$ cat src/rtl/core/iot_pkg.sv
// Package for the intermittent output timer.
// Holds widths, the count cap, register indexes and the structs shared by the core modules.
// No dependencies.
package iot_pkg;

    localparam int unsigned CountW   = 16;
    localparam int unsigned CycW     = 16;
    localparam int unsigned TotalW   = CountW + 1;
    localparam int unsigned CfgIdxW  = 8;
    localparam int unsigned CfgDataW = 16;
    localparam int unsigned InDataW  = 8;
    localparam int unsigned OutDataW = 40;

    localparam logic [CountW-1:0] COUNT_CAP = 16'd60000;

    typedef enum logic [CfgIdxW-1:0] {
        REG_ON_TICKS      = 8'd0,
        REG_OFF_TICKS     = 8'd1,
        REG_CYCLE_LIMIT   = 8'd2,
        REG_REPEAT_ENABLE = 8'd3
    } cfg_index_t;

    typedef struct packed {
        logic [CountW-1:0] on_ticks;
        logic [CountW-1:0] off_ticks;
        logic [CycW-1:0]   cycle_limit;
        logic              repeat_enable;
    } cfg_t;

    typedef struct packed {
        logic [CountW-1:0] phase_count;
        logic [CycW-1:0]   repeat_count;
        logic              drive_level;
    } timer_state_t;

endpackage

$ cat src/rtl/core/iot_cfg_regs.sv
// Configuration register file for the intermittent output timer.
// Decodes indexed writes into the four timer settings; depends on iot_pkg.
module iot_cfg_regs (
    input  logic                          clk,
    input  logic                          rst_n,
    input  logic                          cfg_valid,
    output logic                          cfg_ready,
    input  logic [iot_pkg::CfgIdxW-1:0]   cfg_index,
    input  logic [iot_pkg::CfgDataW-1:0]  cfg_data,
    output iot_pkg::cfg_t                 cfg
);

    iot_pkg::cfg_t cfg_reg;
    iot_pkg::cfg_t cfg_next;

    assign cfg_ready = 1'b1;
    assign cfg       = cfg_reg;

    always_comb
    begin
        cfg_next = cfg_reg;
        if (cfg_valid)
        begin
            unique case (cfg_index)
                iot_pkg::REG_ON_TICKS:      cfg_next.on_ticks      = cfg_data;
                iot_pkg::REG_OFF_TICKS:     cfg_next.off_ticks     = cfg_data;
                iot_pkg::REG_CYCLE_LIMIT:   cfg_next.cycle_limit   = cfg_data;
                iot_pkg::REG_REPEAT_ENABLE: cfg_next.repeat_enable = cfg_data[0];
                default:                    cfg_next = cfg_reg;
            endcase
        end
    end

    always_ff @(posedge clk or negedge rst_n)
    begin
        if (!rst_n)
        begin
            cfg_reg <= '0;
        end
        else
        begin
            cfg_reg <= cfg_next;
        end
    end

endmodule

$ cat src/rtl/core/iot_step.sv
// Per-tick next-state logic of the intermittent output timer.
// Purely combinational; depends on iot_pkg for the count cap and the shared structs.
module iot_step (
    input  iot_pkg::cfg_t         cfg,
    input  iot_pkg::timer_state_t cur,
    input  logic                  condition,
    output iot_pkg::timer_state_t nxt
);

    logic [iot_pkg::TotalW-1:0] total;
    logic [iot_pkg::CountW-1:0] advanced;
    logic                       limit_ok;
    logic                       run_cond;
    logic                       run_phase;
    logic                       run_repeat;
    logic [iot_pkg::CountW-1:0] phase_mid;
    logic [iot_pkg::CycW-1:0]   repeat_mid;
    logic                       drive_on;

    assign total    = {1'b0, cfg.on_ticks} + {1'b0, cfg.off_ticks};
    assign advanced = (cur.phase_count > iot_pkg::COUNT_CAP) ? iot_pkg::COUNT_CAP
                                                             : cur.phase_count + 16'd1;

    assign limit_ok   = (cur.repeat_count < cfg.cycle_limit) || (cfg.cycle_limit == '0);
    assign run_cond   = condition && limit_ok;
    assign run_phase  = (cur.phase_count != '0) && ({1'b0, cur.phase_count} < total);
    assign run_repeat = (cur.repeat_count != '0) && (cur.repeat_count < cfg.cycle_limit);

    always_comb
    begin
        phase_mid  = cur.phase_count;
        repeat_mid = cur.repeat_count;
        priority if (run_cond || run_phase || run_repeat)
        begin
            phase_mid = advanced;
        end
        else
        begin
            phase_mid = '0;
            if (!condition)
            begin
                repeat_mid = '0;
            end
        end
    end

    assign drive_on = (phase_mid != '0) && (phase_mid < cfg.on_ticks);

    always_comb
    begin
        nxt = cur;
        if (cfg.on_ticks != '0)
        begin
            nxt.phase_count  = phase_mid;
            nxt.repeat_count = repeat_mid;
            nxt.drive_level  = drive_on;
            if (!drive_on && cfg.repeat_enable && ({1'b0, phase_mid} >= total))
            begin
                nxt.phase_count  = '0;
                nxt.repeat_count = repeat_mid + 16'd1;
            end
        end
    end

endmodule

$ cat src/rtl/core/intermittent_output_timer_unit.sv
// Top level of the intermittent output timer: input register, timer state and result register.
// Instantiates iot_cfg_regs and iot_step; depends on iot_pkg.
//
//   Channel   Direction  Payload
//   s_axis    in         tdata[0] condition
//   m_axis    out        tdata[0] output_on, [16:1] elapsed_ticks, [32:17] cycles_done
//   cfg       in         cfg_index selects the register, cfg_data carries the value
//
// A tick is held in the input register and its result is registered in the result register.
// One tick is taken per cycle while the result register drains; the timer state path
// through iot_step is the only logic between the two registers.
// Reset clears the settings, the timer state and both valid flags.
// A stalled result holds its register; once the input register is also full, it holds
// that register too and s_axis_tready drops.
module intermittent_output_timer_unit (
    input  logic                           clk,
    input  logic                           rst_n,
    input  logic                           s_axis_tvalid,
    output logic                           s_axis_tready,
    input  logic [iot_pkg::InDataW-1:0]    s_axis_tdata,   // [0] condition, rest zero
    output logic                           m_axis_tvalid,
    input  logic                           m_axis_tready,
    output logic [iot_pkg::OutDataW-1:0]   m_axis_tdata,   // [0] output_on, [16:1] elapsed_ticks,
                                                           // [32:17] cycles_done, rest zero
    input  logic                           cfg_valid,
    output logic                           cfg_ready,
    input  logic [iot_pkg::CfgIdxW-1:0]    cfg_index,
    input  logic [iot_pkg::CfgDataW-1:0]   cfg_data
);

    iot_pkg::cfg_t         cfg;
    iot_pkg::timer_state_t state_reg;
    iot_pkg::timer_state_t state_next;

    logic in_valid_reg;
    logic cond_reg;
    logic out_valid_reg;
    logic step_go;

    logic [iot_pkg::OutDataW-1:0] out_data_reg;

    iot_cfg_regs u_cfg (
        .clk       (clk),
        .rst_n     (rst_n),
        .cfg_valid (cfg_valid),
        .cfg_ready (cfg_ready),
        .cfg_index (cfg_index),
        .cfg_data  (cfg_data),
        .cfg       (cfg)
    );

    iot_step u_step (
        .cfg       (cfg),
        .cur       (state_reg),
        .condition (cond_reg),
        .nxt       (state_next)
    );

    assign step_go       = in_valid_reg && (!out_valid_reg || m_axis_tready);
    assign s_axis_tready = !in_valid_reg || step_go;
    assign m_axis_tvalid = out_valid_reg;
    assign m_axis_tdata  = out_data_reg;

    always_ff @(posedge clk or negedge rst_n)
    begin
        if (!rst_n)
        begin
            in_valid_reg  <= 1'b0;
            out_valid_reg <= 1'b0;
            state_reg     <= '0;
        end
        else
        begin
            if (s_axis_tready)
            begin
                in_valid_reg <= s_axis_tvalid;
            end
            if (step_go)
            begin
                out_valid_reg <= 1'b1;
                state_reg     <= state_next;
            end
            else if (m_axis_tready)
            begin
                out_valid_reg <= 1'b0;
            end
        end
    end

    always_ff @(posedge clk)
    begin
        if (s_axis_tready && s_axis_tvalid)
        begin
            cond_reg <= s_axis_tdata[0];
        end
        if (step_go)
        begin
            out_data_reg <= {7'd0, state_next.repeat_count, state_next.phase_count,
                             state_next.drive_level};
        end
    end

`ifndef ASSERT_OFF
    a_phase_bounded: assert property (@(posedge clk) disable iff (!rst_n)
        state_reg.phase_count <= iot_pkg::COUNT_CAP + 16'd1)
        else $error("phase count above cap plus one");

    a_disabled_holds: assert property (@(posedge clk) disable iff (!rst_n)
        (step_go && cfg.on_ticks == '0) |=> $stable(state_reg))
        else $error("disabled channel changed its state");

    a_drive_in_on_phase: assert property (@(posedge clk) disable iff (!rst_n)
        (step_go && cfg.on_ticks != '0)
            |-> (state_next.drive_level == (state_next.phase_count != '0
                                            && state_next.phase_count < cfg.on_ticks)))
        else $error("output on outside the on phase");

    a_ready_only_when_full: assert property (@(posedge clk) disable iff (!rst_n)
        !s_axis_tready |-> (in_valid_reg && out_valid_reg && !m_axis_tready))
        else $error("input stalled without a blocked result");

    a_result_follows_step: assert property (@(posedge clk) disable iff (!rst_n)
        step_go |=> out_valid_reg)
        else $error("processed tick produced no result");
`endif

endmodule
$ cat config.mk
export PLATFORM = sky130hd
export DESIGN_NAME = intermittent_output_timer_unit
export DESIGN_NICKNAME = d
export VERILOG_FILES = /design/src/rtl/core/iot_pkg.sv /design/src/rtl/core/iot_cfg_regs.sv /design/src/rtl/core/iot_step.sv /design/src/rtl/core/intermittent_output_timer_unit.sv
export SDC_FILE = /design/constraint.sdc
export NUM_CORES = 1
export LEC_CHECK = 0
export BUFFER_PORTS_ARGS = -buffer_cell sky130_fd_sc_hd__buf_2
export CORE_MARGIN = 10
export CORE_UTILIZATION = 35
export CTS_CLUSTER_DIAMETER = 40
export DETAILED_ROUTE_END_ITERATION = 10
export SETUP_SLACK_MARGIN = 0.4
export SLEW_MARGIN = 5
export SYNTH_ARGS = -nofsm -noshare
export SYNTH_HDL_FRONTEND = slang
export SYNTH_SLANG_ARGS = --single-unit
$ cat constraint.sdc
create_clock -name clk -period 8.2 [get_ports clk]
set_clock_uncertainty 0.1 [all_clocks]
set_input_delay 0.41 -clock clk [delete_from_list [all_inputs] [get_ports clk]]
set_output_delay 0.41 -clock clk [all_outputs]
set_load 0.02 [all_outputs]
# --- Word-level counts from Yosys, hierarchy flattened ---
# Cells that the tools add are included.
totals:
  regBits: 118
  out_inout_bits: 43
  input_bits: 37
classes:
  order_cmp: 5
  add_sub_neg: 3
  n_mux: 8
  n_reduce_logical: 27
  eq_ne: 3
op_table:
  columns: ["operator", "count"]
  rows:
  - ["$mux 16", 4]
  - ["$reduce_bool 16->1", 4]
  - ["$mux 33", 1]
  - ["$add 16x1->16 const B", 2]
  - ["$lt 16x16->1", 2]
  - ["$mux 32", 1]
  - ["$add 16x16->17", 1]
  - ["$ge 16x17->1", 1]
  - ["$lt 16x17->1", 1]
  - ["$eq 8x2->1 const B", 2]
  - ["$gt 16x16->1 const B", 1]
  - ["$logic_not 16->1", 1]
  - ["$eq 8x1->1 const B", 1]
  - ["$logic_and 1x1->1", 8]
  - ["$logic_not 8->1", 1]
  - ["$reduce_and 2->1", 4]
  - ["$logic_or 1x1->1", 5]
  - ["$logic_not 1->1", 3]
  - ["$mux 1", 2]
  - ["$reduce_bool 2->1", 1]

# --- Longest topological paths before layout ---
# Gate-level depths: netlist (run 1).
depth:
  ltp_word: 13
  mapped_depth: 32
  depth_no_buf: 28

# --- By module ---
# Synthesis (run 1) repeated with hierarchy kept, for this count alone.
unflattened:
  cells_unflattened: 819
  hier_area_um2: 8424.3
modules_own_cells:
  columns: ["module", "area_each_um2", "cells_per_inst", "n_inst"]
  rows:
  - ["iot_step", 3985.1, 589, 1]
  - ["intermittent_output_timer_unit", 2522.4, 120, 1]
  - ["iot_cfg_regs", 1916.8, 110, 1]

# --- Least setup slack after synthesis (run 1) ---
# No wires, ideal clock.
synth_timing:
  path_type: "flip-flop to flip-flop"
  startpoint: "reg u_cfg.cfg_reg, in the netlist u_cfg.cfg[18]"
  endpoint: "reg out_data_reg, in the netlist m_axis_tdata[20], data pin"
  path_stages_with_launch: 31
  t_required_ns: 7.838
  path_slack_ns: 1.853
  arrival_time_ns: 5.986
  path_cell_list: "dfrtp_1 -> ha_1 -> a21o_1 -> a21o_1 -> a21oi_1 -> o21ai_0 -> a211oi_1 -> nor2_1 -> or4_1 -> nand2_1 -> xor2_1 -> ha_1 -> or3_1 -> a221oi_1 -> o211ai_1 -> nand3_1 -> clkbuf_1 -> nand2_1 -> clkbuf_1 -> nor2_1 -> ha_1 -> a211oi_1 -> o21ai_0 -> a311o_1 -> a211o_1 -> a31oi_1 -> a21oi_2 -> buf_2 -> buf_2 -> a32oi_1 -> nand2_1"
synth_rtl:
  columns: ["item", "line", "source"]
  rows:
  - ["start, declared", "iot_cfg_regs.sv:13", "iot_pkg::cfg_t cfg_reg;"]
  - ["start signal, assigned", "iot_cfg_regs.sv:42", "cfg_reg <= cfg_next;"]
  - ["end signal, assigned", "intermittent_output_timer_unit.sv:98", "out_data_reg <= {7'd0, state_next.repeat_count, state_next.phase_count,"]
  - ["end, declared", "intermittent_output_timer_unit.sv:40", "logic [iot_pkg::OutDataW-1:0] out_data_reg;"]

==> metrics, run 1 <==
DP HPWL 17400 µm; via count 6927; CP required 8360 ps; All-Layer GR Usage 0.155; number of CTS-inserted buffers 17; Hold WC Path Type primary input to flop; clk sinks 118; max incr delay on CP 500 ps; Period Utilization, post-route 0.883; Final Power 2180 µW; largest net degree at the start of global routing 58; drt first pass iters 5; dpl cells 1210; kind of critical path flop to flop; setup tns final 0 ps; vias per cell 5.57; # nets final 1035; grt total ovfl 0; DRC Markers 0; Yosys Warn Count 0; CP max FO 26; cell area after synthesis 8200 µm²; Core Area 22800 µm²; sequential power share 0.339; Pins Over Slew Limit 0; Post-CTS Setup Inserts 0; clock power share 0.387; fmax 138 MHz; PD cells 230 nW/µm²; Most used DFF post-synth dfrtp_1; Worst slew margin 0.269; min Tclk post-route 7240 ps; max cap viols 0; Syn Inst Count 867; internal power 1460 µW; Slew @ Worst Pin 1100 ps; # IOs 80; Worst EP arrival 7410 ps; RSZ-0062 raised after global routing yes; leakage power 0.00424 µW; Inserted Diodes 0; distinct cell type count after synthesis 70; Post-Layout Cell Count 1243; crit end category flop; DRT antenna net count 0; Mapped Avg Cell Area 9.46 µm²; share of cells above drive strength 1 0.180; FILL cells 2288; status completed; Clock Latency Late Sink 420 ps; CTS root buf clkbuf_16; final hold viol count 0; Slowest-stage cell, CP a2111oi_1; Largest register FFs 49; number of flops mapped to enable cells by yosys 34; initial antenna violation count 1; # H-tree levels 4; RD Place Congestion 0.882; Initial DRC Count 436; vias in the first global route 6688; first-pass GRT wire length 37600 µm; Clock transition at path regs 60 ps; sequential area share after synthesis 0.381; Layout area overhead 15.5%; worst hold slack 63.0 ps; WL/cell 18.8 µm; Combinational Power Share 0.274; setup ws final 957 ps; FP Rows 55; CP startpoint kind flop; Initial Util 0.359; Sw Pwr 724 µW; die width 173 µm; switch share 0.332; Post-Place Worst Slack 941 ps; port buffer count 64; drt total wl 23400 µm; die span in y 173 µm; Peak VDD IR 0.000112 V; final setup fails 0; Longest Clk Path Bufs 2; full die area 30000 µm²; Post-synth ARST share 0.712; synthesized flop and latch total 118; CTS tree yes
-- cell families (layout without fill, tap and decap cells) --
group | after synthesis | count (layout) | synth area share
AOI/OAI and AO/OA | 229 | 229 | 0.187
xor gates and xnor gates | 22 | 22 | 0.0235
adders and majority gates | 81 | 81 | 0.124
buffers and inverters | 101 | 158 | 0.0532
DFF | 118 | 118 | 0.381
muxes | 41 | 41 | 0.0563
other | 2 | 8 | 0.000916
and+or+nand+nor | 273 | 273 | 0.174
-- final timing paths --
| path | slack [ps] | start | end | cells past startpoint |
|---|---|---|---|---|
| hold / removal | 60 | s_axis_tdata[0] | cond_reg$_DFFE_PP_ | 1 |
| hold reg to reg | 400 | state_reg[0]$_DFFE_PN0P_ | state_reg[0]$_DFFE_PN0P_ | 1 |
| setup / recovery | 960 | u_cfg.cfg[34]$_DFFE_PN0P_ | m_axis_tdata[17]$_DFFE_PP_ | 29 |
| min in group asynchronous | 380 | rst_n | u_cfg.cfg[23]$_DFFE_PN0P_ | 2 |
| max in group asynchronous | 6500 | rst_n | state_reg[7]$_DFFE_PN0P_ | 3 |
| setup reg to reg | 960 | u_cfg.cfg[34]$_DFFE_PN0P_ | m_axis_tdata[17]$_DFFE_PP_ | 29 |
-- layout make-up --
cell class              count  area (µm²)  share of cell area
flip-flops and latches    118        3120               0.330
repair buffers             78         430              0.0454
well taps                 313         392              0.0413
clock buffers              18         439              0.0464
clock inverters            14         221              0.0234
multi-input cells         654        4690               0.495
inverters                  48         180              0.0190
-- power groups by stage --
stage | clock (µW) | sequential [µW] | combinational [µW]
2_1_floorplan | 0 | 724 | 450
3_3_place_gp | 0 | 746 | 582
3_5_place_dp | 0 | 748 | 593
4_1_cts | 861 | 738 | 600
5_1_grt | 887 | 750 | 681
6_report | 845 | 739 | 599
-- cell usage in the layout, fill, tap and decap left out, drive strengths merged, types with 5 or more instances in the layout --
cell type	instances
conb	8
ha	80
dfrtp	84
bufinv	5
nor2b	5
xnor2	9
o211ai	12
o21a	5
o21ai	44
xor2	13
nor2	32
clkbuf	18
a31oi	20
or3	6
o31ai	13
a21o	21
inv	51
nand2b	8
buf	77
mux2	41
a22o	5
nand2	88
nand3	26
nand4	28
nor4	18
or4	8
nor3	13
a211oi	5
and2	8
o311ai	5
and3	12
and4	10
edfxtp	34
a21oi	53
-- metrics by stage --
stage | area (µm²) | utilization
after floorplan | 8230 | -
after global placement | 8790 | 0.385
after detailed placement | 8790 | 0.385
after CTS | 9460 | 0.414
after global routing | 9470 | 0.415
final | 9470 | 0.415
-- routing by layer --
| metal | global-route usage | wire [µm] | share of wire | up-vias |
|---|---|---|---|---|
| li1 | - | - | - | 3360 |
| met3 | 0.0272 | 1110 | 0.047 | 29 |
| met4 | 0.0453 | 352 | 0.015 | 0 |
| met5 | 0 | 0 | 0 | - |
| met2 | 0.252 | 11200 | 0.48 | 219 |
| met1 | 0.207 | 10700 | 0.46 | 3319 |
-- worst max-delay path: cells and delay by family (launching register included) --
kind / cells / cell delay (ps)
buffers and inverters: 2 / 450
adder cells (fa/ha/maj): 3 / 640
AO/OA/AOI/OAI: 14 / 3080
AND/OR/NAND/NOR: 8 / 1880
multiplexers: 1 / 380
XOR/XNOR: 1 / 110
flip-flops: 1 / 440
-- Yosys cell counts, types with 18 or more instances --
| cell | number | area share |
|---|---|---|
| nand2_1 | 88 | 0.040 |
| dfrtp_1 | 84 | 0.26 |
| ha_1 | 80 | 0.12 |
| a21oi_1 | 52 | 0.032 |
| inv_1 | 48 | 0.022 |
| o21ai_0 | 44 | 0.027 |
| mux2_2 | 41 | 0.056 |
| edfxtp_1 | 34 | 0.12 |
| nor2_1 | 32 | 0.015 |
| clkbuf_1 | 30 | 0.014 |
| nand4_1 | 27 | 0.021 |
| nand3_1 | 26 | 0.016 |
| a21o_1 | 21 | 0.019 |
| a31oi_1 | 20 | 0.015 |
| nor4_1 | 18 | 0.014 |
-- repair_timing --
item,in CTS,in global routing
resized for setup,0,4
setup endpoints to repair,0,24
hold buffers,1,0
hold endpoints to repair,27,0
(Power assumes the default switching activity.)
==> inputs of run 2 (changes only) <==
--- a/config.mk
+++ b/config.mk
@@ -6,10 +6,14 @@
 export NUM_CORES = 1
 export LEC_CHECK = 0
 export BUFFER_PORTS_ARGS = -buffer_cell sky130_fd_sc_hd__buf_2
+export CELL_PAD_IN_SITES_DETAIL_PLACEMENT = 0
+export CELL_PAD_IN_SITES_GLOBAL_PLACEMENT = 1
 export CORE_MARGIN = 10
 export CORE_UTILIZATION = 35
 export CTS_CLUSTER_DIAMETER = 40
 export DETAILED_ROUTE_END_ITERATION = 10
+export PLACE_DENSITY_LB_ADDON = 0.1
+export RECOVER_POWER = 100
 export SETUP_SLACK_MARGIN = 0.4
 export SLEW_MARGIN = 5
 export SYNTH_ARGS = -nofsm -noshare
==> metrics, run 2 (same netlist as run 1, synthesis figures left out) <==
Clock transition at path regs 60 ps (about the same); number of CTS-inserted buffers 17 (unchanged); DRT antenna net count 0 (unchanged); CP required 8460 ps (was 8360 ps); share of cells above drive strength 1 0.126 (was 0.180); full die area 30000 µm² (unchanged); # nets final 1037 (was 1035); min Tclk post-route 7440 ps (was 7240 ps); # IOs 80 (unchanged); FP Rows 55 (unchanged); reg2reg end state_reg[17]$_DFFE_PN0P_ (was m_axis_tdata[17]$_DFFE_PP_); Core Area 22800 µm² (unchanged); CP max FO 32 (was 26); Worst EP arrival 7710 ps (was 7410 ps); Hold WC Path Type primary input to flop (unchanged); CP startpoint kind flop (unchanged); die width 173 µm (unchanged); vias per cell 5.66 (was 5.57); first-pass GRT wire length 40900 µm (was 37600 µm); RD Place Congestion 0.873 (was 0.882); Reg2Reg Depth 27 (was 29); final hold viol count 0 (unchanged); FF-to-FF Start u_cfg.cfg[34]$_DFFE_PN0P_ (unchanged); max incr delay on CP 630 ps (was 500 ps); Period Utilization, post-route 0.908 (was 0.883); Worst slew margin -0.791 (was 0.269); die span in y 173 µm (unchanged); RSZ-0062 raised after global routing no (was yes); Slew @ Worst Pin 2690 ps (was 1100 ps); commonest non-fill, non-tap cell in the layout nand2_1 (unchanged); Initial DRC Count 401 (was 436); initial antenna violation count 0 (was 1); WHS Path Cells 1 (unchanged); setup tns final 0 ps (unchanged); CP delay by family, top compound AO/OA/AOI/OAI gates (unchanged); Inserted Diodes 0 (unchanged); DRC Markers 0 (unchanged); Post-Place Worst Slack 809 ps (was 941 ps); drt first pass iters 4 (was 5); drt total wl 25100 µm (was 23400 µm); grt total ovfl 0 (unchanged); Util after Layout 0.409 (was 0.415); fmax 134 MHz (was 138 MHz); Layout area overhead 13.9% (was 15.5%); R2R setup slack 760 ps (was 960 ps); Peak VDD IR 0.000126 V (was 0.000112 V); crit end category flop (unchanged); final setup fails 0 (unchanged); All-Layer GR Usage 0.169 (was 0.155); Worst Hold End cond_reg$_DFFE_PP_ (unchanged); CTS tree yes (unchanged); kind of critical path flop to flop (unchanged); CTS root buf clkbuf_16 (unchanged); PD cells 226 nW/µm² (was 230 nW/µm²); # H-tree levels 4 (unchanged); max cap viols 3 (was 0); commonest non-fill, non-tap cells in the layout 88 x nand2_1, 84 x dfrtp_1, 80 x ha_1 (was 87 x nand2_1, 84 x dfrtp_1, 80 x ha_1); worst hold slack 80.0 ps (was 63.0 ps); Placed Instance Area 8810 µm² (was 8790 µm²); Clock Latency Late Sink 430 ps (was 420 ps); Design Area, Final 9340 µm² (was 9470 µm²); largest net degree at the start of global routing 48 (was 58); clk sinks 118 (unchanged); Bufs and invs on worst path 1 (was 2); status finished, violations left (was completed); Longest Clk Path Bufs 2 (unchanged); Hold Crit Start s_axis_tdata[0] (unchanged); via count 7050 (was 6927); failing checks capacitance limit, slew limit; setup ws final 755 ps (was 957 ps); vias in the first global route 7404 (was 6688); leakage power 0.00411 µW (was 0.00424 µW); Slowest-stage cell, CP nor3_1 (was a2111oi_1); Initial Util 0.359 (unchanged); DP HPWL 19100 µm (was 17400 µm); Post-CTS Setup Inserts 0 (unchanged); port buffer count 64 (unchanged); most used cell, CP a21o_1; Pins Over Slew Limit 123 (was 0); WL/cell 20.2 µm (was 18.8 µm); Largest register FFs 49 (unchanged)
[run 2: per-stage QoR]
step / std cells / power, µW
2_1_floorplan: 873 / 1170
3_3_place_gp: 1212 / 1340
3_5_place_dp: 1212 / 1350
4_1_cts: 1245 / 2130
5_1_grt: 1245 / 2250
6_report: 1245 / 2110
[run 2: report_power, final]
part / internal (µW) / switching [µW] / leakage (µW)
clock network: 476 / 285 / 0.000280
logic: 245 / 361 / 0.00250
registers: 664 / 76.4 / 0.00133
total: 1380 / 723 / 0.00411
[run 2: worst max-delay path by stage]
stage	start	end	slack [ps]	cells past startpoint
global route	u_cfg.cfg[18]$_DFFE_PN0P_	m_axis_tdata[26]$_DFFE_PP_	250	28
finish	u_cfg.cfg[34]$_DFFE_PN0P_	state_reg[17]$_DFFE_PN0P_	760	27
CTS	u_cfg.cfg[34]$_DFFE_PN0P_	m_axis_tdata[11]$_DFFE_PP_	770	28
global placement	u_cfg.cfg[34]$_DFFE_PN0P_	m_axis_tdata[26]$_DFFE_PP_	800	29
floorplan	u_cfg.cfg[18]$_DFFE_PN0P_	m_axis_tdata[20]$_DFFE_PP_	1850	30
detailed placement	u_cfg.cfg[33]$_DFFE_PN0P_	m_axis_tdata[11]$_DFFE_PP_	810	28
[run 2: timing repair]
item	in CTS	in global routing
endpoints found under the hold margin	46	0
hold buffers	1	0
gates resized for setup	0	5
setup endpoints to repair	0	20
[run 2: metal layers]
| metal | GRT usage | wire (µm) |
|---|---|---|
| met1 | 0.209 | 11400 |
| met2 | 0.292 | 12400 |
| met3 | 0.0311 | 787 |
| met4 | 0.0521 | 565 |
| met5 | 0 | 0 |
[run 2: layout make-up]
class	count	area, µm²
clock inverters	13	156
inverters	48	180
repair buffers	80	388
clock buffers	19	433
fillers	2329	13500
multi-input cells	654	4670
flip-flops and latches	118	3120
well taps	313	392
